**src/rtl/kcpc_pkg.sv**
```systemverilog
`timescale 1ns / 1ps

package kcpc_pkg;

    typedef enum logic [2:0] {
        REQ_US_TICK   = 3'd0,
        REQ_MS_TICK   = 3'd1,
        REQ_KICK      = 3'd2,
        REQ_BOOST_EN  = 3'd3,
        REQ_CLEAR     = 3'd4,
        REQ_PAUSE     = 3'd5,
        REQ_RESUME    = 3'd6
    } t_req;

    typedef enum logic [2:0] {
        CFG_SAMPLE_GAIN      = 3'd0,
        CFG_BOOST_OFF_LEVEL  = 3'd1,
        CFG_BOOST_ON_LEVEL   = 3'd2,
        CFG_DISCHARGE_LEVEL  = 3'd3,
        CFG_SAMPLE_PERIOD_MS = 3'd4,
        CFG_CLEAR_PERIOD_MS  = 3'd5,
        CFG_CLEAR_PULSE_US   = 3'd6,
        CFG_CLEAR_LIMIT      = 3'd7
    } t_cfg_idx;

    localparam logic [15:0] RST_SAMPLE_GAIN      = 16'd2928;
    localparam logic [15:0] RST_BOOST_OFF_LEVEL  = 16'd2560;
    localparam logic [15:0] RST_BOOST_ON_LEVEL   = 16'd2240;
    localparam logic [15:0] RST_DISCHARGE_LEVEL  = 16'd384;
    localparam logic [7:0]  RST_SAMPLE_PERIOD_MS = 8'd5;
    localparam logic [7:0]  RST_CLEAR_PERIOD_MS  = 8'd10;
    localparam logic [15:0] RST_CLEAR_PULSE_US   = 16'd150;
    localparam logic [9:0]  RST_CLEAR_LIMIT      = 10'd500;

    localparam logic [31:0] KICK_MAX      = 32'd65000;
    localparam int          VOLT_SHIFT    = 12;
    localparam logic [7:0]  MS_SAT        = 8'hFF;
    localparam logic [9:0]  CLEAR_CNT_SAT = 10'h3FF;

endpackage

```
**src/rtl/kicker_charge_and_pulse_controller.sv**
```systemverilog
`timescale 1ns / 1ps

// channel  | valid        | ready        | payload
// ---------+--------------+--------------+---------------------------------------------
// input    | i_in_valid   | o_in_ready   | i_req_type i_adc_sample i_kicker_select
//          |              |              | i_kick_power i_boost_enable
// output   | o_out_valid  | i_out_ready  | o_boost_drive o_coil1_fire o_coil2_fire
//          |              |              | o_cap_level o_charge_enabled o_clear_active
//          |              |              | o_pulse_active
// config   | i_cfg_valid  | o_cfg_ready  | i_cfg_index i_cfg_data
//
// one transaction per cycle sustained while the output is not stalled
// stage 1 registers the request and the adc times gain product, stage 2 updates
// the controller state, which is itself the result register
// synchronous active-low reset restores the register defaults and the power-up state
// a stalled result holds stage 1; input ready drops only when both stages are full
// config port always ready

module kicker_charge_and_pulse_controller #(
    parameter int ADC_BITS   = 12,
    parameter int PULSE_BITS = 16
) (
    input  logic                i_clk,
    input  logic                i_rst_n,

    input  logic                i_in_valid,
    output logic                o_in_ready,
    input  logic [2:0]          i_req_type,
    input  logic [ADC_BITS-1:0] i_adc_sample,
    input  logic                i_kicker_select,
    input  logic signed [16:0]  i_kick_power,
    input  logic                i_boost_enable,

    output logic                o_out_valid,
    input  logic                i_out_ready,
    output logic                o_boost_drive,
    output logic                o_coil1_fire,
    output logic                o_coil2_fire,
    output logic [15:0]         o_cap_level,
    output logic                o_charge_enabled,
    output logic                o_clear_active,
    output logic                o_pulse_active,

    input  logic                i_cfg_valid,
    output logic                o_cfg_ready,
    input  logic [2:0]          i_cfg_index,
    input  logic [15:0]         i_cfg_data
);

    localparam int          PROD_BITS = ADC_BITS + 16;
    localparam logic [31:0] PULSE_MAX = 32'((64'd1 << PULSE_BITS) - 64'd1);

    function automatic logic [PULSE_BITS-1:0] clamp_width(input logic [15:0] w);
        logic [31:0] v;
        v = {16'd0, w};
        if (v > kcpc_pkg::KICK_MAX) v = kcpc_pkg::KICK_MAX;
        if (v > PULSE_MAX) v = PULSE_MAX;
        return v[PULSE_BITS-1:0];
    endfunction

    // configuration registers
    logic [15:0] r_cfg_sample_gain;
    logic [15:0] r_cfg_boost_off_level;
    logic [15:0] r_cfg_boost_on_level;
    logic [15:0] r_cfg_discharge_level;
    logic [7:0]  r_cfg_sample_period_ms;
    logic [7:0]  r_cfg_clear_period_ms;
    logic [15:0] r_cfg_clear_pulse_us;
    logic [9:0]  r_cfg_clear_limit;

    assign o_cfg_ready = 1'b1;

    always_ff @(posedge i_clk) begin
        if (!i_rst_n) begin
            r_cfg_sample_gain      <= kcpc_pkg::RST_SAMPLE_GAIN;
            r_cfg_boost_off_level  <= kcpc_pkg::RST_BOOST_OFF_LEVEL;
            r_cfg_boost_on_level   <= kcpc_pkg::RST_BOOST_ON_LEVEL;
            r_cfg_discharge_level  <= kcpc_pkg::RST_DISCHARGE_LEVEL;
            r_cfg_sample_period_ms <= kcpc_pkg::RST_SAMPLE_PERIOD_MS;
            r_cfg_clear_period_ms  <= kcpc_pkg::RST_CLEAR_PERIOD_MS;
            r_cfg_clear_pulse_us   <= kcpc_pkg::RST_CLEAR_PULSE_US;
            r_cfg_clear_limit      <= kcpc_pkg::RST_CLEAR_LIMIT;
        end else if (i_cfg_valid) begin
            case (kcpc_pkg::t_cfg_idx'(i_cfg_index))
                kcpc_pkg::CFG_SAMPLE_GAIN:      r_cfg_sample_gain      <= i_cfg_data;
                kcpc_pkg::CFG_BOOST_OFF_LEVEL:  r_cfg_boost_off_level  <= i_cfg_data;
                kcpc_pkg::CFG_BOOST_ON_LEVEL:   r_cfg_boost_on_level   <= i_cfg_data;
                kcpc_pkg::CFG_DISCHARGE_LEVEL:  r_cfg_discharge_level  <= i_cfg_data;
                kcpc_pkg::CFG_SAMPLE_PERIOD_MS: r_cfg_sample_period_ms <= i_cfg_data[7:0];
                kcpc_pkg::CFG_CLEAR_PERIOD_MS:  r_cfg_clear_period_ms  <= i_cfg_data[7:0];
                kcpc_pkg::CFG_CLEAR_PULSE_US:   r_cfg_clear_pulse_us   <= i_cfg_data;
                kcpc_pkg::CFG_CLEAR_LIMIT:      r_cfg_clear_limit      <= i_cfg_data[9:0];
                default: ;
            endcase
        end
    end

    // stage 1: request register and sample product
    logic                  r_s1_valid;
    kcpc_pkg::t_req        r_s1_req;
    logic                  r_s1_sel;
    logic signed [16:0]    r_s1_kick_power;
    logic                  r_s1_enable;
    logic [PROD_BITS-1:0]  r_s1_prod;
    logic                  r_out_valid;
    logic                  s1_adv;

    assign s1_adv      = r_s1_valid && (!r_out_valid || i_out_ready);
    assign o_in_ready  = !r_s1_valid || s1_adv;
    assign o_out_valid = r_out_valid;

    always_ff @(posedge i_clk) begin
        if (!i_rst_n) begin
            r_s1_valid  <= 1'b0;
            r_out_valid <= 1'b0;
        end else begin
            if (i_in_valid && o_in_ready) begin
                r_s1_valid <= 1'b1;
            end else if (s1_adv) begin
                r_s1_valid <= 1'b0;
            end
            if (s1_adv) begin
                r_out_valid <= 1'b1;
            end else if (i_out_ready) begin
                r_out_valid <= 1'b0;
            end
        end
    end

    always_ff @(posedge i_clk) begin
        if (i_in_valid && o_in_ready) begin
            r_s1_req        <= kcpc_pkg::t_req'(i_req_type);
            r_s1_sel        <= i_kicker_select;
            r_s1_kick_power <= i_kick_power;
            r_s1_enable     <= i_boost_enable;
            r_s1_prod       <= PROD_BITS'(i_adc_sample) * PROD_BITS'(r_cfg_sample_gain);
        end
    end

    // stage 2: controller state, presented directly as the result
    logic                  r_boost_pin, n_boost_pin;
    logic                  r_coil1_pin, n_coil1_pin;
    logic                  r_coil2_pin, n_coil2_pin;
    logic [PULSE_BITS-1:0] r_pulse_left, n_pulse_left;
    logic                  r_pulse_running, n_pulse_running;
    logic                  r_charge_on, n_charge_on;
    logic                  r_paused, n_paused;
    logic                  r_relaunch, n_relaunch;
    logic                  r_clearing, n_clearing;
    logic [9:0]            r_clear_count, n_clear_count;
    logic [7:0]            r_ms_since_sample, n_ms_since_sample;
    logic [7:0]            r_ms_since_clear, n_ms_since_clear;
    logic                  r_hyst_on, n_hyst_on;
    logic [15:0]           r_filtered, n_filtered;

    logic [31:0]           volt_wide;
    logic [15:0]           volt;
    logic [23:0]           filt_sum;
    logic [PULSE_BITS-1:0] kick_width;
    logic [PULSE_BITS-1:0] clear_width;

    always_comb begin
        volt_wide = 32'(r_s1_prod) >> kcpc_pkg::VOLT_SHIFT;
        volt      = (|volt_wide[31:16]) ? 16'hFFFF : volt_wide[15:0];
        // 253 * v + 3 * f as shift-adds
        filt_sum  = ({8'd0, volt} << 8) - ({8'd0, volt} << 1) - {8'd0, volt}
                  + ({8'd0, r_filtered} << 1) + {8'd0, r_filtered};
        kick_width  = clamp_width(r_s1_kick_power[15:0]);
        clear_width = clamp_width(r_cfg_clear_pulse_us);
    end

    always_comb begin
        n_boost_pin       = r_boost_pin;
        n_coil1_pin       = r_coil1_pin;
        n_coil2_pin       = r_coil2_pin;
        n_pulse_left      = r_pulse_left;
        n_pulse_running   = r_pulse_running;
        n_charge_on       = r_charge_on;
        n_paused          = r_paused;
        n_relaunch        = r_relaunch;
        n_clearing        = r_clearing;
        n_clear_count     = r_clear_count;
        n_ms_since_sample = r_ms_since_sample;
        n_ms_since_clear  = r_ms_since_clear;
        n_hyst_on         = r_hyst_on;
        n_filtered        = r_filtered;

        case (r_s1_req)
            kcpc_pkg::REQ_US_TICK: begin
                if (r_pulse_running) begin
                    if (r_pulse_left <= PULSE_BITS'(1)) begin
                        n_pulse_left    = '0;
                        n_pulse_running = 1'b0;
                        n_coil1_pin     = 1'b0;
                        n_coil2_pin     = 1'b0;
                        n_relaunch      = 1'b1;
                    end else begin
                        n_pulse_left = r_pulse_left - PULSE_BITS'(1);
                    end
                end
            end
            kcpc_pkg::REQ_MS_TICK: begin
                if (r_ms_since_sample != kcpc_pkg::MS_SAT)
                    n_ms_since_sample = r_ms_since_sample + 8'd1;
                if (r_ms_since_clear != kcpc_pkg::MS_SAT)
                    n_ms_since_clear = r_ms_since_clear + 8'd1;

                if (n_ms_since_sample > r_cfg_sample_period_ms) begin
                    if (volt >= r_cfg_boost_off_level && r_hyst_on) begin
                        n_boost_pin = 1'b0;
                        n_hyst_on   = 1'b0;
                    end else if (volt <= r_cfg_boost_on_level && !r_hyst_on) begin
                        n_boost_pin = 1'b1;
                        n_hyst_on   = 1'b1;
                    end
                    n_ms_since_sample = '0;
                    n_filtered        = filt_sum[23:8];
                    if (filt_sum[23:8] > r_cfg_discharge_level && !r_charge_on) begin
                        n_clearing    = 1'b1;
                        n_clear_count = '0;
                    end
                end

                // clearing kick fires both coils
                if (n_clearing && n_ms_since_clear >= r_cfg_clear_period_ms) begin
                    n_ms_since_clear = '0;
                    n_coil1_pin      = 1'b1;
                    n_coil2_pin      = 1'b1;
                    n_pulse_left     = clear_width;
                    n_pulse_running  = 1'b1;
                    if (r_charge_on) n_boost_pin = 1'b0;
                    if (n_clear_count != kcpc_pkg::CLEAR_CNT_SAT)
                        n_clear_count = n_clear_count + 10'd1;
                    if (n_clear_count > r_cfg_clear_limit) n_clearing = 1'b0;
                end

                if (r_relaunch) begin
                    n_relaunch  = 1'b0;
                    n_boost_pin = r_charge_on && !r_paused;
                end
            end
            kcpc_pkg::REQ_KICK: begin
                if (!r_s1_kick_power[16]) begin
                    if (r_s1_sel) n_coil2_pin = 1'b1;
                    else          n_coil1_pin = 1'b1;
                    n_pulse_left    = kick_width;
                    n_pulse_running = 1'b1;
                    if (r_charge_on) n_boost_pin = 1'b0;
                end
            end
            kcpc_pkg::REQ_BOOST_EN: begin
                n_charge_on = r_s1_enable;
                if (r_s1_enable) n_clearing = 1'b0;
                n_relaunch = 1'b1;
            end
            kcpc_pkg::REQ_CLEAR: begin
                n_clearing    = 1'b1;
                n_clear_count = '0;
            end
            kcpc_pkg::REQ_PAUSE: begin
                n_paused = 1'b1;
                if (r_charge_on) n_boost_pin = 1'b0;
            end
            kcpc_pkg::REQ_RESUME: begin
                n_paused = 1'b0;
                if (r_charge_on) n_boost_pin = 1'b1;
            end
            default: ;
        endcase
    end

    always_ff @(posedge i_clk) begin
        if (!i_rst_n) begin
            r_boost_pin       <= 1'b0;
            r_coil1_pin       <= 1'b0;
            r_coil2_pin       <= 1'b0;
            r_pulse_left      <= '0;
            r_pulse_running   <= 1'b0;
            r_charge_on       <= 1'b1;
            r_paused          <= 1'b1;
            r_relaunch        <= 1'b1;
            r_clearing        <= 1'b0;
            r_clear_count     <= '0;
            r_ms_since_sample <= '0;
            r_ms_since_clear  <= '0;
            r_hyst_on         <= 1'b0;
            r_filtered        <= '0;
        end else if (s1_adv) begin
            r_boost_pin       <= n_boost_pin;
            r_coil1_pin       <= n_coil1_pin;
            r_coil2_pin       <= n_coil2_pin;
            r_pulse_left      <= n_pulse_left;
            r_pulse_running   <= n_pulse_running;
            r_charge_on       <= n_charge_on;
            r_paused          <= n_paused;
            r_relaunch        <= n_relaunch;
            r_clearing        <= n_clearing;
            r_clear_count     <= n_clear_count;
            r_ms_since_sample <= n_ms_since_sample;
            r_ms_since_clear  <= n_ms_since_clear;
            r_hyst_on         <= n_hyst_on;
            r_filtered        <= n_filtered;
        end
    end

    assign o_boost_drive    = r_boost_pin;
    assign o_coil1_fire     = r_coil1_pin;
    assign o_coil2_fire     = r_coil2_pin;
    assign o_cap_level      = r_filtered;
    assign o_charge_enabled = r_charge_on;
    assign o_clear_active   = r_clearing;
    assign o_pulse_active   = r_pulse_running;

    // a coil only fires while the pulse timer runs
    a_coils_need_pulse: assert property (@(posedge i_clk) disable iff (!i_rst_n)
        !r_pulse_running |-> (!r_coil1_pin && !r_coil2_pin))
        else $error("coil firing without running pulse");

    a_ready_low_means_full: assert property (@(posedge i_clk) disable iff (!i_rst_n)
        !o_in_ready |-> (r_s1_valid && r_out_valid && !i_out_ready))
        else $error("input stalled with room in the pipe");

    // a waiting result must not change under a stall
    a_result_held: assert property (@(posedge i_clk) disable iff (!i_rst_n)
        (r_out_valid && !i_out_ready) |=>
            ($stable(r_filtered) && $stable(r_boost_pin) && $stable(r_clearing)))
        else $error("result changed while stalled");

    a_stage1_held: assert property (@(posedge i_clk) disable iff (!i_rst_n)
        (r_s1_valid && r_out_valid && !i_out_ready) |=> (r_s1_valid && $stable(r_s1_prod)))
        else $error("stage 1 lost while stalled");

endmodule
```
**config.mk**
```make
export PLATFORM = sky130hd
export DESIGN_NAME = kicker_charge_and_pulse_controller
export DESIGN_NICKNAME = d
export VERILOG_FILES = /design/src/rtl/kcpc_pkg.sv /design/src/rtl/kicker_charge_and_pulse_controller.sv
export SDC_FILE = /design/constraint.sdc
export NUM_CORES = 1
export LEC_CHECK = 0
export BUFFER_PORTS_ARGS = -buffer_cell sky130_fd_sc_hd__buf_2
export CORE_MARGIN = 1
export CORE_UTILIZATION = 60
export DETAILED_ROUTE_END_ITERATION = 7
export GPL_TIMING_DRIVEN = 0
export PLACE_DENSITY_LB_ADDON = 0.05
export SLEW_MARGIN = 20
export SYNTH_ARGS = -nofsm -noshare
export SYNTH_HDL_FRONTEND = slang
export SYNTH_SLANG_ARGS = --single-unit
```
**constraint.sdc**
```tcl
create_clock -name i_clk -period 10.98 [get_ports i_clk]
set_input_delay 0 -clock i_clk [delete_from_list [all_inputs] [get_ports i_clk]]
set_output_delay 0 -clock i_clk [all_outputs]
set_load 0.1 [all_outputs]
```
Word-level counts from Yosys, hierarchy flattened
Index checks and enable logic that the tools add are counted.

storage, ports and cells
  register bits after elaboration = 225
  input bits = 58
  output and inout port bits = 25
  word-level logic and storage cells = 182

operators by class
  $add $sub $neg = 8
  multipliers = 1
  magnitude comparators = 11
  equality and inequality tests = 24
  muxes and demuxes = 63
  reduce and logical (&&, ||, !) cells = 46

operators by type and width
  cell                                                              count
  two-way mux 16 bit                                                8
  two-way mux 10 bit                                                7
  greater-than comparator 32 x 16 -> 1 bit (second input constant)  2
  two-way mux 8 bit                                                 6
  one-hot mux 16 bit (3 select lines)                               1
  two-way mux 1 bit                                                 33
  greater-than comparator 16 bit (second input constant)            2
  multiplier 12 x 16 -> 28 bit                                      1
  adder 24 x 16 -> 24 bit                                           1
  adder 24 x 17 -> 24 bit                                           1
  AND reduction 2 bit                                               12
  subtractor 24 x 16 -> 24 bit                                      1
  subtractor 24 x 17 -> 24 bit                                      1
  equality test 3 bit (second input constant)                       7
  one-hot mux 10 bit (2 select lines)                               1
  adder 8 x 1 -> 8 bit (second input constant)                      2
  greater-or-equal comparator 16 bit                                1
  greater-than comparator 16 bit                                    1
  <= comparator 16 x 1 -> 1 bit (second input constant)             1
  <= comparator 16 bit                                              1
  inequality test 2 bit (second input constant)                     8
  inequality test 8 bit (second input constant)                     2
  AND reduction 4 bit                                               4
  subtractor 16 x 1 -> 16 bit (second input constant)               1
  other kinds (20)                                                  48

Logic depth before layout (Yosys ltp)
Gate-level depths: netlist of the first run.

  word-level depth = 17
  gate-level depth with buffers = 39
  mapped depth without buffers = 37

Least setup slack after synthesis of the first run
No wires, ideal clock.

  path kind = register to register
  from = register r_filtered[12] (netlist: o_cap_level[12])
  to = register r_clearing (netlist: o_clear_active)
  library setup time = 0.062 ns
  arrival time = 8.404 ns
  required time = 10.918 ns
  setup slack = 2.514 ns
  stages on the path, launching flop included = 39
  path buffers = 3
  clock period less this slack = 8.466 ns
  cell sequence = dfxtp_1 > inv_1 > fa_1 > inv_1 > fa_1 > inv_1 > fa_1 > inv_1 > ha_1 > and3_1 > nand2_1 > or3_1 > a211o_1 > and2_1 > a21oi_1 > xor2_1 > ha_1 > nand4_1 > (+3 left out) > and3_4 > buf_6 > clkbuf_1 > nor2b_1 > ha_1 > nand3_1 > or3_1 > clkbuf_1 > a31oi_1 > o21ai_0 > a21oi_1 > ha_1 > a21o_1 > a21o_1 > a21oi_1 > o211ai_1 > nand4_1 > o2111a_1

between the ends
  cells in the longest elaborated chain, start to end = 15
  elaborated cells between the ends (all ways) = 20
  classes of those cells = add/sub: 3; order compare: 2; eq/ne: 1; mux: 12; reduce/logical: 2

RTL lines
  what                                                                     RTL line                                                                              RTL
  start: declaration                                                       kicker_charge_and_pulse_controller.sv:154                                             logic [15:0] r_filtered, n_filtered;
  start signal: assignment                                                 kicker_charge_and_pulse_controller.sv:302                                             r_filtered <= n_filtered;
  adder 24 x 17 -> 24 bit                                                  kicker_charge_and_pulse_controller.sv:167                                             + ({8'd0, r_filtered} << 1) + {8'd0, r_filtered};
  adder 24 x 16 -> 24 bit (*)                                              kicker_charge_and_pulse_controller.sv:167
  via filt_sum[22]                                                         kicker_charge_and_pulse_controller.sv:158                                             logic [23:0] filt_sum;
  greater-than comparator 16 bit (*)                                       kicker_charge_and_pulse_controller.sv:218                                             if (filt_sum[23:8] > r_cfg_discharge_level && !r_charge_on) begin
  logical AND 1 bit (*)                                                    kicker_charge_and_pulse_controller.sv:218
  two-way mux 10 bit                                                       kicker_charge_and_pulse_controller.sv:218
  two-way mux 10 bit                                                       kicker_charge_and_pulse_controller.sv:208                                             if (n_ms_since_sample > r_cfg_sample_period_ms) begin
  two-way mux 10 bit                                                       kicker_charge_and_pulse_controller.sv:188                                             case (r_s1_req)
  adder 10 x 1 -> 10 bit / inequality test 10 bit (equally long branches)  kicker_charge_and_pulse_controller.sv:233, kicker_charge_and_pulse_controller.sv:232
  two-way mux 10 bit                                                       kicker_charge_and_pulse_controller.sv:232                                             if (n_clear_count != kcpc_pkg::CLEAR_CNT_SAT)
  two-way mux 10 bit                                                       kicker_charge_and_pulse_controller.sv:225                                             if (n_clearing && n_ms_since_clear >= r_cfg_clear_period_ms) begin
  two-way mux 10 bit                                                       kicker_charge_and_pulse_controller.sv:188
  greater-than comparator 10 bit                                           kicker_charge_and_pulse_controller.sv:234                                             if (n_clear_count > r_cfg_clear_limit) n_clearing = 1'b0;
  two-way mux 1 bit                                                        kicker_charge_and_pulse_controller.sv:234
  two-way mux 1 bit (*)                                                    kicker_charge_and_pulse_controller.sv:225
  one-hot mux 1 bit (3 select lines) (*)                                   kicker_charge_and_pulse_controller.sv:188
  end signal: assignment                                                   kicker_charge_and_pulse_controller.sv:297                                             r_clearing <= n_clearing;
  end: declaration                                                         kicker_charge_and_pulse_controller.sv:149                                             logic r_clearing, n_clearing;

The timed path passes the listed nets; every way through them passes the cells marked *. The select of a mux whose other input is x is not followed.
A chain may end at the register's enable or synchronous reset.

Worst setup path in the final report of the first run
  from = register r_s1_prod[24]
  to = register r_clearing (netlist: o_clear_active)

between the ends
  cells in the longest elaborated chain, start to end = 17
  elaborated cells between the ends (all ways) = 22
  classes of those cells = add/sub: 5; order compare: 2; eq/ne: 1; mux: 12; reduce/logical: 2

RTL lines
  what                                                                     RTL line                                                                              RTL
  start: declaration                                                       kicker_charge_and_pulse_controller.sv:104                                             logic [PROD_BITS-1:0] r_s1_prod;
  start signal: assignment                                                 kicker_charge_and_pulse_controller.sv:136                                             r_s1_prod <= PROD_BITS'(i_adc_sample) * PROD_BITS'(r_cfg_sample_gain);
  subtractor 24 x 17 -> 24 bit                                             kicker_charge_and_pulse_controller.sv:166                                             filt_sum = ({8'd0, volt} << 8) - ({8'd0, volt} << 1) - {8'd0, volt}
  subtractor 24 x 16 -> 24 bit (*)                                         kicker_charge_and_pulse_controller.sv:166
  adder 24 x 17 -> 24 bit (*)                                              kicker_charge_and_pulse_controller.sv:167
  adder 24 x 16 -> 24 bit (*)                                              kicker_charge_and_pulse_controller.sv:167
  via filt_sum[20]                                                         kicker_charge_and_pulse_controller.sv:158
  greater-than comparator 16 bit (*)                                       kicker_charge_and_pulse_controller.sv:218
  logical AND 1 bit (*)                                                    kicker_charge_and_pulse_controller.sv:218
  two-way mux 10 bit                                                       kicker_charge_and_pulse_controller.sv:218
  (+2 left out)                                                            n/a
  adder 10 x 1 -> 10 bit / inequality test 10 bit (equally long branches)  kicker_charge_and_pulse_controller.sv:233, kicker_charge_and_pulse_controller.sv:232
  two-way mux 10 bit                                                       kicker_charge_and_pulse_controller.sv:232
  two-way mux 10 bit                                                       kicker_charge_and_pulse_controller.sv:225
  two-way mux 10 bit                                                       kicker_charge_and_pulse_controller.sv:188
  greater-than comparator 10 bit                                           kicker_charge_and_pulse_controller.sv:234
  two-way mux 1 bit                                                        kicker_charge_and_pulse_controller.sv:234
  two-way mux 1 bit (*)                                                    kicker_charge_and_pulse_controller.sv:225
  one-hot mux 1 bit (3 select lines) (*)                                   kicker_charge_and_pulse_controller.sv:188

Marks and branches as above.

==> summary.md, run 1 <==
| Metric | Value |
|---|---|
| Crit path buf inv count | `6` |
| Worst skew pair latency | `about 0.53 ns` |
| Drt initial violations | `just over 1000` |
| Final core occ | `67.7%` |
| Max stage delay on crit path | `0.78 ns` |
| H-Tree Depth | `1` |
| Hold/Removal Path Class | `input port to register` |
| Drt wl/cell | `roughly 19 microns` |
| Crit path depth | `36` |
| # diodes | `0` |
| Headroom to the max-slew limit | `between 30% and 40%` |
| Power per cell area | `about 220 nW/um^2` |
| Detail Route Antenna Nets | `0` |
| Synth Warn # | `0` |
| Primary FF master, synth | `dfxtp_1` |
| Leak Pwr | `a little over 9 nW` |
| Sw Share | `approximately 44%` |
| Row count | `64` |
| Setup Buffers After CTS | `0` |
| IO Pins | `83` |
| Worst reg2reg path startpoint | `r_s1_prod[24]` |
| Seq cells post-synth | `approximately 210` |
| First-pass GRT wire length | `between 80000 and 90000 microns` |
| Arr. time, crit path | `just under 10 ns` |
| Slew @ Worst Pin | `1.01 ns` |
| Logic gate share of total power | `59.5%` |
| Share of flip-flops with an asynchronous set or reset | `0%` |
| Sw power | `~0.0020 W` |
| Initial antenna violation count | `0` |
| Router iterations before antenna repair | `7` |
| Seq pwr share | `a little over a fifth` |
| Post-Synthesis Cells | `2203` |
| Reg2Reg Setup Slack | `between 1.5 and 2 ns` |
| CTS Buf Count | `24` |
| CP Capture Type | `register` |
| Clock tree buffer depth | `3` |
| Max VDD drop | `~0.21 mV` |
| Setup TNS Final | `0 ns` |
| CTS Sinks | `about 210` |
| Period utilization | `between 80 and 90%` |
| Total track usage | `between 30 and 40%` |
| CTS tree | `done` |
| Post-route DRC | `0` |
| Share of post-route cells with drive strength above 1 | `approximately 6.6%` |
| Worst slack at placement | `between 1.5 and 2 ns` |
| Remaining Overflow, GRT | `0` |
| Syn nets | `between 2000 and 3000` |
| Post-Synthesis Cell Area | `18600 sq um` |
| GPL Wtd Cong | `0.927` |
| CTS resizes | `0` |
| Minimum clock period | `about 9.3 ns` |
| Clk Tree Root Cell | `clkbuf_16` |
| Starting Density | `between 60% and 70%` |
| Final Max Slew Viols | `0` |
| Slowest CP cell | `o41ai_1` |
| Avg Synthesized Cell Area | `approximately 8.4 sq um` |
| Vias per cell | `5.75` |
| Startpoint types | `register` |
| Delay-heaviest family, CP | `compound AO/OA/AOI/OAI gates` |
| Critical Path End | `o_clear_active` |
| Internal power | `around 0.0025 W` |
| Filler Cell Count | `2590` |
| Cell variety after synth | `between 80 and 90` |
| Die Wd | `~180 microns` |
| Status | `finished clean` |
| Final #Nets | `around 2800` |
| CP Data Required Time | `around 11 ns` |
| Sequential fraction of the synthesis area | `25.0%` |
| Final Power | `around 0.0045 W` |
| Clock power frac | `approximately a fifth` |
| Largest net degree at the start of global routing | `23` |
| Crit Path Class | `register to register` |
| Final-report hold violation count | `0` |
| Vias in the first global route | `roughly 16000` |
| Hold path cells | `4` |
| Port Buffers | `70` |
| Final setup vio count | `0` |
| Worst Setup SP | `r_s1_prod[24]` |
| Post-synth EDFFs | `38` |
| Fmax | `approximately 110 MHz` |
| Max-Cap Viols | `0` |
| Final WL | `roughly 52000 microns` |
| Worst-path fanout max | `10` |
| Core box area | `slightly above 30000 sq um` |
| Area delta synth->final | `11.4%` |
| Worst Slack Setup Final | `around 1.7 ns` |
| Die area | `31600 sq um` |
| Vias | `15840` |
| Detail Placement HPWL | `about 40000 microns` |
| Reg2reg end | `o_clear_active` |
| R2R depth | `36` |
| Die height | `~180 microns` |
| Unrepaired setup endpoints after global routing | `no` |
| Clk pin slew, worst setup/hold paths | `0.06 ns` |
| Final Skew | `about 0.014 ns` |
==> worst min-delay path by stage <==
stage | startpoint | to | slack (ns)
after global placement | i_req_type[2] | r_s1_req[2] | 0.18
after detailed placement | i_req_type[2] | r_s1_req[2] | 0.18
final | i_cfg_index[2] | r_cfg_clear_limit[9] | 0.02
after floorplan | i_boost_enable | r_s1_enable | 0.1
after global routing | i_cfg_index[2] | r_cfg_clear_limit[9] | 0.07
after CTS | i_cfg_index[2] | r_cfg_clear_limit[0] | 0.006
==> what timing repair did <==
action / CTS / global route
endpoints found under the hold margin: 130 / 0
hold buffers: 42 / 0
endpoints found under the setup margin: 0 / 0
==> stage by stage <==
stage / hold slack, ns / std cells / cell area, sq um
after floorplan: 0.0989 / 2203 / 18600
after global routing: 0.0686 / 2755 / 20700
after detailed placement: 0.178 / 2670 / 19400
after CTS: 0.00587 / 2755 / 20700
final: 0.0193 / 2755 / 20700
after global placement: 0.178 / 2669 / 19400
==> cells in the mapped netlist (23+ instances only) <==
cell | number | area, sq um
a21o_1 | 25 | 188
a21oi_1 | 176 | 881
and2_1 | 60 | 375
clkbuf_1 | 71 | 267
dfxtp_1 | 175 | 3500
edfxtp_1 | 38 | 1140
fa_1 | 177 | 3540
ha_1 | 182 | 2280
inv_1 | 303 | 1140
nand2_1 | 420 | 1580
nand3_1 | 61 | 305
nand4_1 | 23 | 144
nor2_1 | 86 | 323
nor3_1 | 36 | 180
o211ai_1 | 27 | 203
o21ai_0 | 51 | 255
xnor2_1 | 28 | 245
==> worst register-to-register path: cells and delay by family, from the launching register on <==
kind                       cells  cell delay [ns]
AOI/OAI and AO/OA             12             2.86
xor gates and xnor gates       1             0.15
adders and majority gates      7             2.85
buffers and inverters          6             0.99
DFF                            1             0.59
and+or+nand+nor               10             1.82
==> placed cells by master, fill, tap and decap left out, types with 15 or more instances in the layout <==
cell type / count
nor3_1: 36
nand3_1: 61
inv_1: 303
o21ai_0: 51
or3_1: 15
nand2_1: 420
a21oi_1: 176
xnor2_1: 28
edfxtp_1: 38
nor2_1: 86
clkbuf_1: 73
buf_2: 74
nor2b_1: 19
fa_1: 177
o211ai_1: 27
dfxtp_1: 175
clkbuf_16: 26
ha_1: 182
nand4_1: 23
nand2b_1: 16
dlygate4sd3_1: 42
a21o_1: 25
and2_1: 59
==> metal layers <==
layer	wire length [microns]	track usage [%]
met1	20900	41.1
met2	25400	59.4
met3	3190	3.64
met4	2150	13.7
met5	0	0
==> power groups by stage <==
| stage | logic [W] | registers [W] | clock network [W] |
|---|---|---|---|
| 5_1_grt | 0.00304 | 0.000985 | 0.000873 |
| 4_1_cts | 0.00267 | 0.000981 | 0.000844 |
| 6_report | 0.00268 | 0.000984 | 0.000838 |
| 3_3_place_gp | 0.00253 | 0.000998 | 0 |
| 2_1_floorplan | 0.00204 | 0.000945 | 0 |
| 3_5_place_dp | 0.00263 | 0.000998 | 0 |
==> logic make-up after synthesis <==
kind of cell / share of synthesized area, %
compound gates: 13.4
xor+xnor: 1.93
fa+ha+maj: 31.4
buf+inv: 8.12
flops: 25.0
mux: 0.472
other cells: 0.0202
simple gates: 19.7
==> cell type report <==
type                            count  area, sq um  share of cell area, %
Buffer                             91          367                   1.77
Multi-Input combinational cell   1595        12400                   60.0
Sequential cell                   213         4640                   22.5
Timing Repair Buffer              113          798                   3.86
Clock buffer                       32          707                   3.42
Inverter                          304         1140                   5.52
Tap cell                          396          495                   2.40
Clock inverter                     11          106                  0.515
==> state kept, by name, summed over array words and instances, names as in the netlist, 10 cells and up <==
signal	count
r_s1_kick_power	17
o_cap_level	16
r_cfg_boost_off_level	16
r_cfg_boost_on_level	16
r_cfg_clear_pulse_us	16
r_cfg_discharge_level	16
r_cfg_sample_gain	16
r_pulse_left	16
r_s1_prod	16
r_cfg_clear_limit	10
r_clear_count	10
Power figures use the tool's default switching activity.
==> run 2: changes to the inputs <==
--- a/config.mk
+++ b/config.mk
@@ -5,9 +5,10 @@
 export SDC_FILE = /design/constraint.sdc
 export NUM_CORES = 1
 export LEC_CHECK = 0
+export ABC_AREA = 1
 export BUFFER_PORTS_ARGS = -buffer_cell sky130_fd_sc_hd__buf_2
 export CORE_MARGIN = 1
-export CORE_UTILIZATION = 60
+export CORE_UTILIZATION = 58
 export DETAILED_ROUTE_END_ITERATION = 7
 export GPL_TIMING_DRIVEN = 0
 export PLACE_DENSITY_LB_ADDON = 0.05
==> constraint.sdc (replaced) <==
create_clock -name i_clk -period 8.2 [get_ports i_clk]
set_input_delay 0 -clock i_clk [delete_from_list [all_inputs] [get_ports i_clk]]
set_output_delay 0 -clock i_clk [all_outputs]
set_load 0.1 [all_outputs]
==> run 2 against run 1 <==
  * Register-to-register slack worse by 1.2 ns
  * Combinational power is 78% higher
  * Global-route usage decreased by 2.4 points
  * Area after synthesis is 1.5% higher
  * Critical path depth increased by 4
  * Largest power group unchanged
==> summary.md, run 2 <==
| Metric | Value |
|---|---|
| Final-report hold violation count | `0` |
| Detail Placement HPWL | `between 30000 and 40000 microns` |
| Top post-synthesis cells by area | `fa_1 (19%), dfxtp_1 (19%), ha_1 (12%)` |
| Syn nets | `~2900` |
| Avg Synthesized Cell Area | `slightly below 8 sq um` |
| Initial antenna violation count | `0` |
| Vias | `roughly 16000` |
| Worst-path fanout max | `10` |
| Headroom to the max-slew limit | `between 40% and 50%` |
| Detail Route Antenna Nets | `0` |
| Die area | `33200 sq um` |
| Clock tree buffer depth | `3` |
| Port Buffers | `approximately 70` |
| Largest net degree at the start of global routing | `22` |
| Final Skew | `roughly 0.019 ns` |
| Final Max Slew Viols | `0` |
| Clk pin slew, worst setup/hold paths | `around 0.060 ns` |
| CP Capture Type | `register` |
| Slowest CP cell | `fa_1` |
| Drt wl/cell | `approximately 17 microns` |
| Max reg flops | `17` |
| Starting Density | `59.3%` |
| Most frequent cell after synthesis | `inv_1` |
| CP Data Required Time | `8.58 ns` |
| Worst skew pair latency | `0.53 ns` |
| Vias in the first global route | `between 15000 and 20000` |
| Arr. time, crit path | `8.14 ns` |
| Final WL | `~51000 microns` |
| Most frequent cells in the layout | `inv_1 (476), nand2_1 (475), a21oi_1 (212), ha_1 (181), fa_1 (177)` |
| Drt initial violations | `~1200` |
| Startpoint types | `register` |
| Post-synth EDFFs | `38` |
| Die Wd | `182 microns` |
| Max-Cap Viols | `0` |
| Reg2reg end | `o_clear_active` |
| Crit path depth | `40` |
| Reg2Reg Setup Slack | `0.44 ns` |
| Worst Slack Setup Final | `roughly 0.44 ns` |
| Final setup vio count | `0` |
| R2R depth | `40` |
| Post-Synthesis Cell Area | `approximately 19000 sq um` |
| Post-synth top area share | `a little under a fifth` |
| Post-route DRC | `0` |
| Fmax | `~130 MHz` |
| Seq cells post-synth | `213` |
| Delay-heaviest family, CP | `adder cells` |
| Unrepaired setup endpoints after global routing | `no` |
| Leak Pwr | `roughly 11 nW` |
| Worst slack at placement | `approximately 0.33 ns` |
| Row count | `65` |
| Critical Path End | `o_clear_active` |
| First-pass GRT wire length | `between 80000 and 90000 microns` |
| CTS Sinks | `roughly 210` |
| Clk Tree Root Cell | `clkbuf_16` |
| Synth Warn # | `0` |
| CTS tree | `done` |
| Hold/Removal Path Class | `input port to register` |
| Top cells by count, synth | `inv_1 (477), nand2_1 (475), a21oi_1 (213), ha_1 (182), fa_1 (177)` |
| Largest area contributor in the netlist | `fa_1` |
| GPL Wtd Cong | `about 0.93` |
| Status | `finished clean` |
| Sequential fraction of the synthesis area | `approximately a quarter` |
| IO Pins | `83` |
| Remaining Overflow, GRT | `0` |
| Primary FF master, synth | `dfxtp_1` |
| Cell variety after synth | `53` |
| Vias per cell | `roughly 5.4` |
| H-Tree Depth | `1` |
| Commonest non-fill, non-tap cell in the layout | `inv_1` |
| Crit Path Class | `register to register` |
| Die height | `roughly 180 microns` |
| Crit path buf inv count | `7` |
| Power per cell area | `roughly 340 nW/um^2` |
| Core box area | `31800 sq um` |
| Share of post-route cells with drive strength above 1 | `between 6 and 7%` |
| Top reg by flops | `r_s1_kick_power` |
| Final Power | `0.00720 W` |
| Setup TNS Final | `0 ns` |
| Max VDD drop | `0.317 mV` |
| Worst Setup SP | `r_s1_prod[25]` |
| Worst reg2reg path startpoint | `r_s1_prod[25]` |
| Share of flip-flops with an asynchronous set or reset | `0%` |
| Max stage delay on crit path | `about 0.55 ns` |
| Period utilization | `94.6%` |
| Total track usage | `between 30% and 40%` |
| CTS Buf Count | `25` |
| Post-Synthesis Cells | `around 2400` |
| Router iterations before antenna repair | `7` |
| Area delta synth->final | `11.8%` |
| Slew @ Worst Pin | `approximately 0.78 ns` |
| Minimum clock period | `around 7.8 ns` |
| Final #Nets | `about 3000` |
==> run 2: worst min path at each step <==
| stage | startpoint | to | slack [ns] | cells after the start |
|---|---|---|---|---|
| global placement | i_kick_power[6] | r_s1_kick_power[6] | 0.18 | 1 |
| detailed placement | i_kick_power[6] | r_s1_kick_power[6] | 0.18 | 1 |
| floorplan | i_boost_enable | r_s1_enable | 0.1 | 0 |
| CTS | i_cfg_data[0] | r_cfg_sample_period_ms[0] | 0.001 | 3 |
| finish | i_cfg_data[0] | r_cfg_sample_period_ms[0] | 0.01 | 3 |
| global route | i_cfg_data[0] | r_cfg_boost_off_level[0] | 0.03 | 3 |
==> run 2: through the flow <==
| stage | hold slack (ns) | cell area [sq um] | cells | util, % |
|---|---|---|---|---|
| floorplan | 0.0989 | 18800 | 2435 | - |
| global placement | 0.178 | 19700 | 2938 | 62.0 |
| detailed placement | 0.178 | 19800 | 2939 | 62.1 |
| CTS | 0.00141 | 21000 | 3022 | 65.9 |
| global route | 0.0283 | 21100 | 3032 | 66.3 |
| finish | 0.0131 | 21100 | 3033 | 66.3 |
==> run 2: what timing repair did <==
| action | CTS | global route |
|---|---|---|
| endpoints found under the setup margin | 0 | 1 |
| resized for setup | 0 | 7 |
| hold buffers | 41 | 0 |
| setup buffers | 0 | 10 |
| hold endpoints to repair | 122 | 0 |
==> run 2: cells by family after synthesis <==
kind of cell | Yosys count | share of synthesized area, %
AO/OA/AOI/OAI | 455 | 13.0
AND/OR/NAND/NOR | 778 | 17.1
flip-flops | 213 | 24.6
multiplexers | 1 | 0.0597
adder cells (fa/ha/maj) | 359 | 30.9
other | 1 | 0.0199
XOR/XNOR | 57 | 2.65
buffers and inverters | 571 | 11.6
==> run 2: report_power, final <==
part | leakage [nW] | switching (W) | internal [W]
registers | 1.79 | 0.000124 | 0.00121
logic | 8.43 | 0.00296 | 0.00180
clock network | 0.392 | 0.000457 | 0.000646
total | 10.6 | 0.00355 | 0.00366
==> run 2: worst min-delay path: cells and delay by family <==
kind          cells  cell delay (ns)
simple gates      2             0.21
buf+inv           1             0.27
==> run 2: area by class of cell <==
type,instances,area (sq um)
repair buffers,120,853
flip-flops and latches,213,4650
clock buffers,30,674
well taps,435,544
fillers,2785,10700
clock inverters,12,121
diodes,1,2.50
inverters,484,1820
plain buffers,87,367
multi-input cells,1651,12100
==> run 2: layer usage <==
layer | track usage, % | wire (microns) | part of all wire (%) | vias to the layer above
li1 | - | - | - | 7981
met1 | 41.9 | 22700 | 45 | 7887
met2 | 53.4 | 24200 | 48 | 483
met3 | 2.85 | 2520 | 5.0 | 97
met4 | 8.10 | 1190 | 2.4 | 0
met5 | 0 | 0 | 0 | -
==> run 3: changes to the inputs <==
--- a/config.mk
+++ b/config.mk
@@ -8,7 +8,8 @@
 export ABC_AREA = 1
 export BUFFER_PORTS_ARGS = -buffer_cell sky130_fd_sc_hd__buf_2
 export CORE_MARGIN = 1
-export CORE_UTILIZATION = 58
+export CORE_UTILIZATION = 59
+export CTS_BUF_LIST = sky130_fd_sc_hd__clkbuf_4
 export DETAILED_ROUTE_END_ITERATION = 7
 export GPL_TIMING_DRIVEN = 0
 export PLACE_DENSITY_LB_ADDON = 0.05
==> run 3 against run 2 <==
  * Cell area grew 1.6%
  * Clock power shrank 18%
  * Critical path type unchanged
  * Largest cell class unchanged
  * Die area shrank 1.7%
  * Largest power group unchanged
  * Final cell count rose by 2.4%
  * Utilization is 1.7 points higher
  * Critical path depth up 2
  * Flip-flop and latch count unchanged
  * Register-to-register slack improved by 0.17 ns
==> summary.md, run 3 (synthesized netlist as in run 2, its figures left out) <==
| Metric | Value |
|---|---|
| Period utilization | `92.6%` |
| Delay-heaviest family, CP | `adder cells` |
| Largest net degree at the start of global routing | `22` |
| Core box area | `roughly 31000 sq um` |
| Clock tree buffer depth | `3` |
| Hold EP | `o_out_valid` |
| Slew @ Worst Pin | `between 0.7 and 0.8 ns` |
| Commonest non-fill, non-tap cell in the layout | `inv_1` |
| CP Data Required Time | `just under 9 ns` |
| Hold/Removal Path Class | `input port to register` |
| Power per cell area | `between 300 and 400 nW/um^2` |
| Most frequent cells in the layout | `inv_1 (476), nand2_1 (475), a21oi_1 (212), ha_1 (180), fa_1 (177)` |
| CP most frequent cell | `inv_1` |
| Clk pin slew, worst setup/hold paths | `approximately 0.070 ns` |
| Max stage delay on crit path | `0.54 ns` |
| Remaining Overflow, GRT | `0` |
| Startpoint types | `register` |
| Headroom to the max-slew limit | `between 40% and 50%` |
| Clk Tree Root Cell | `clkbuf_4` |
| Drt initial violations | `slightly below 1000` |
| Final WL | `approximately 50000 microns` |
| Final setup vio count | `0` |
| Leak Pwr | `10.9 nW` |
| Hold path cells | `5` |
| Drt wl/cell | `16.5 microns` |
| Worst skew pair latency | `0.73 ns` |
| H-Tree Depth | `2` |
| Final Skew | `just under 0.06 ns` |
| Worst reg2reg path startpoint | `o_cap_level[12]` |
| Post-route DRC | `0` |
| Unrepaired setup endpoints after global routing | `no` |
| Die height | `roughly 180 microns` |
| Area delta synth->final | `13.6%` |
| Arr. time, crit path | `just over 8 ns` |
| Starting Density | `around 60%` |
| GPL Wtd Cong | `between 0.9 and 1` |
| Share of post-route cells with drive strength above 1 | `just over 8%` |
| Final Max Slew Viols | `0` |
| Vias | `about 17000` |
| CTS Buf Count | `56` |
| Max reg flops | `17` |
| Reg2reg end | `o_clear_active` |
| Die Wd | `approximately 180 microns` |
| Fmax | `approximately 130 MHz` |
| Total track usage | `a little under a third` |
| Vias in the first global route | `16565` |
| Top reg by flops | `r_s1_kick_power` |
| Minimum clock period | `7.59 ns` |
| Worst-path fanout max | `10` |
| Max-Cap Viols | `0` |
| Max VDD drop | `around 0.34 mV` |
| Port Buffers | `68` |
| Hold_sp | `i_out_ready` |
| Setup TNS Final | `0 ns` |
| Slowest CP cell | `fa_1` |
| Crit path buf inv count | `8` |
| Worst Hold Slack | `0.0850 ns` |
| Detail Placement HPWL | `approximately 40000 microns` |
| Reg2Reg Setup Slack | `0.61 ns` |
| R2R depth | `42` |
| Crit Path Class | `register to register` |
| Row count | `between 60 and 70` |
| IO Pins | `83` |
| Status | `finished clean` |
| First-pass GRT wire length | `~83000 microns` |
| Die area | `~33000 sq um` |
| Final #Nets | `between 3000 and 4000` |
| Initial antenna violation count | `1` |
| Detail Route Antenna Nets | `0` |
| Final-report hold violation count | `0` |
| CTS tree | `done` |
| CTS Sinks | `~210` |
| CP Capture Type | `register` |
| Vias per cell | `~5.4` |
| Router iterations before antenna repair | `5` |
## run 3: cell types whose count changed in the layout (fill, tap and decap cells not counted), moves of 2 or more
cell,delta
dlygate4sd3_1,+44
clkbuf_8,-3
clkbuf_16,-25
clkinv_1,+11
clkbuf_4,+79
bufinv_16,-2
buf_4,+5
clkbuf_1,-2
## run 3: worst max path at each step
stage | startpoint | end | depth (start not counted)
6_report | o_cap_level[12] | o_clear_active | 42
5_1_grt | o_cap_level[12] | o_clear_active | 42
4_1_cts | r_s1_prod[24] | o_clear_active | 41
3_5_place_dp | r_s1_prod[24] | o_clear_active | 41
3_3_place_gp | r_s1_prod[24] | o_clear_active | 41
2_1_floorplan | o_cap_level[8] | o_clear_active | 46
## run 3: layout make-up
| cell class | count | area [sq um] |
|---|---|---|
| multi-input cells | 1651 | 12100 |
| fillers | 2748 | 10100 |
| diodes | 2 | 5.00 |
| plain buffers | 87 | 370 |
| repair buffers | 170 | 1340 |
| flip-flops and latches | 213 | 4640 |
| clock inverters | 19 | 81.3 |
| clock buffers | 79 | 593 |
| inverters | 484 | 1820 |
| well taps | 402 | 503 |
## run 3: worst min-delay path: cells and delay by family
| family | cells | cell delay [ns] |
|---|---|---|
| buffers and inverters | 3 | 0.65 |
| AOI/OAI and AO/OA | 1 | 0.06 |
| and+or+nand+nor | 1 | 0.07 |
## run 3: where the power goes
group	total, W	internal (W)	switching (W)
sequential	0.00133	0.00121	0.000119
clock	0.000902	0.000444	0.000458
combinational	0.00476	0.00182	0.00295
## run 3: what timing repair did
item	in CTS	in global routing
gates resized for setup	0	8
setup buffers	0	16
setup endpoints to repair	0	1
endpoints found under the hold margin	158	0
hold buffers	85	0
## run 3: layer usage
metal | global-route usage (%) | vias to the layer above | part of all wire (%)
met3 | 4.70 | 102 | 7.0
met4 | 11.3 | 0 | 2.9
met5 | 0 | - | 0
li1 | - | 8171 | -
met2 | 54.5 | 598 | 48
met1 | 41.3 | 7929 | 42
## run 3: stage by stage
step	setup WS, ns	power (W)	utilization [%]	area (sq um)	cells
after floorplan	0.677	0.00483	-	18800	2435
after global placement	0.321	0.00588	62.6	19700	2905
after detailed placement	0.199	0.00598	62.6	19700	2906
after CTS	0.190	0.00693	67.5	21200	3089
after global routing	0.0320	0.00781	68.0	21400	3107
final	0.610	0.00699	68.0	21400	3107
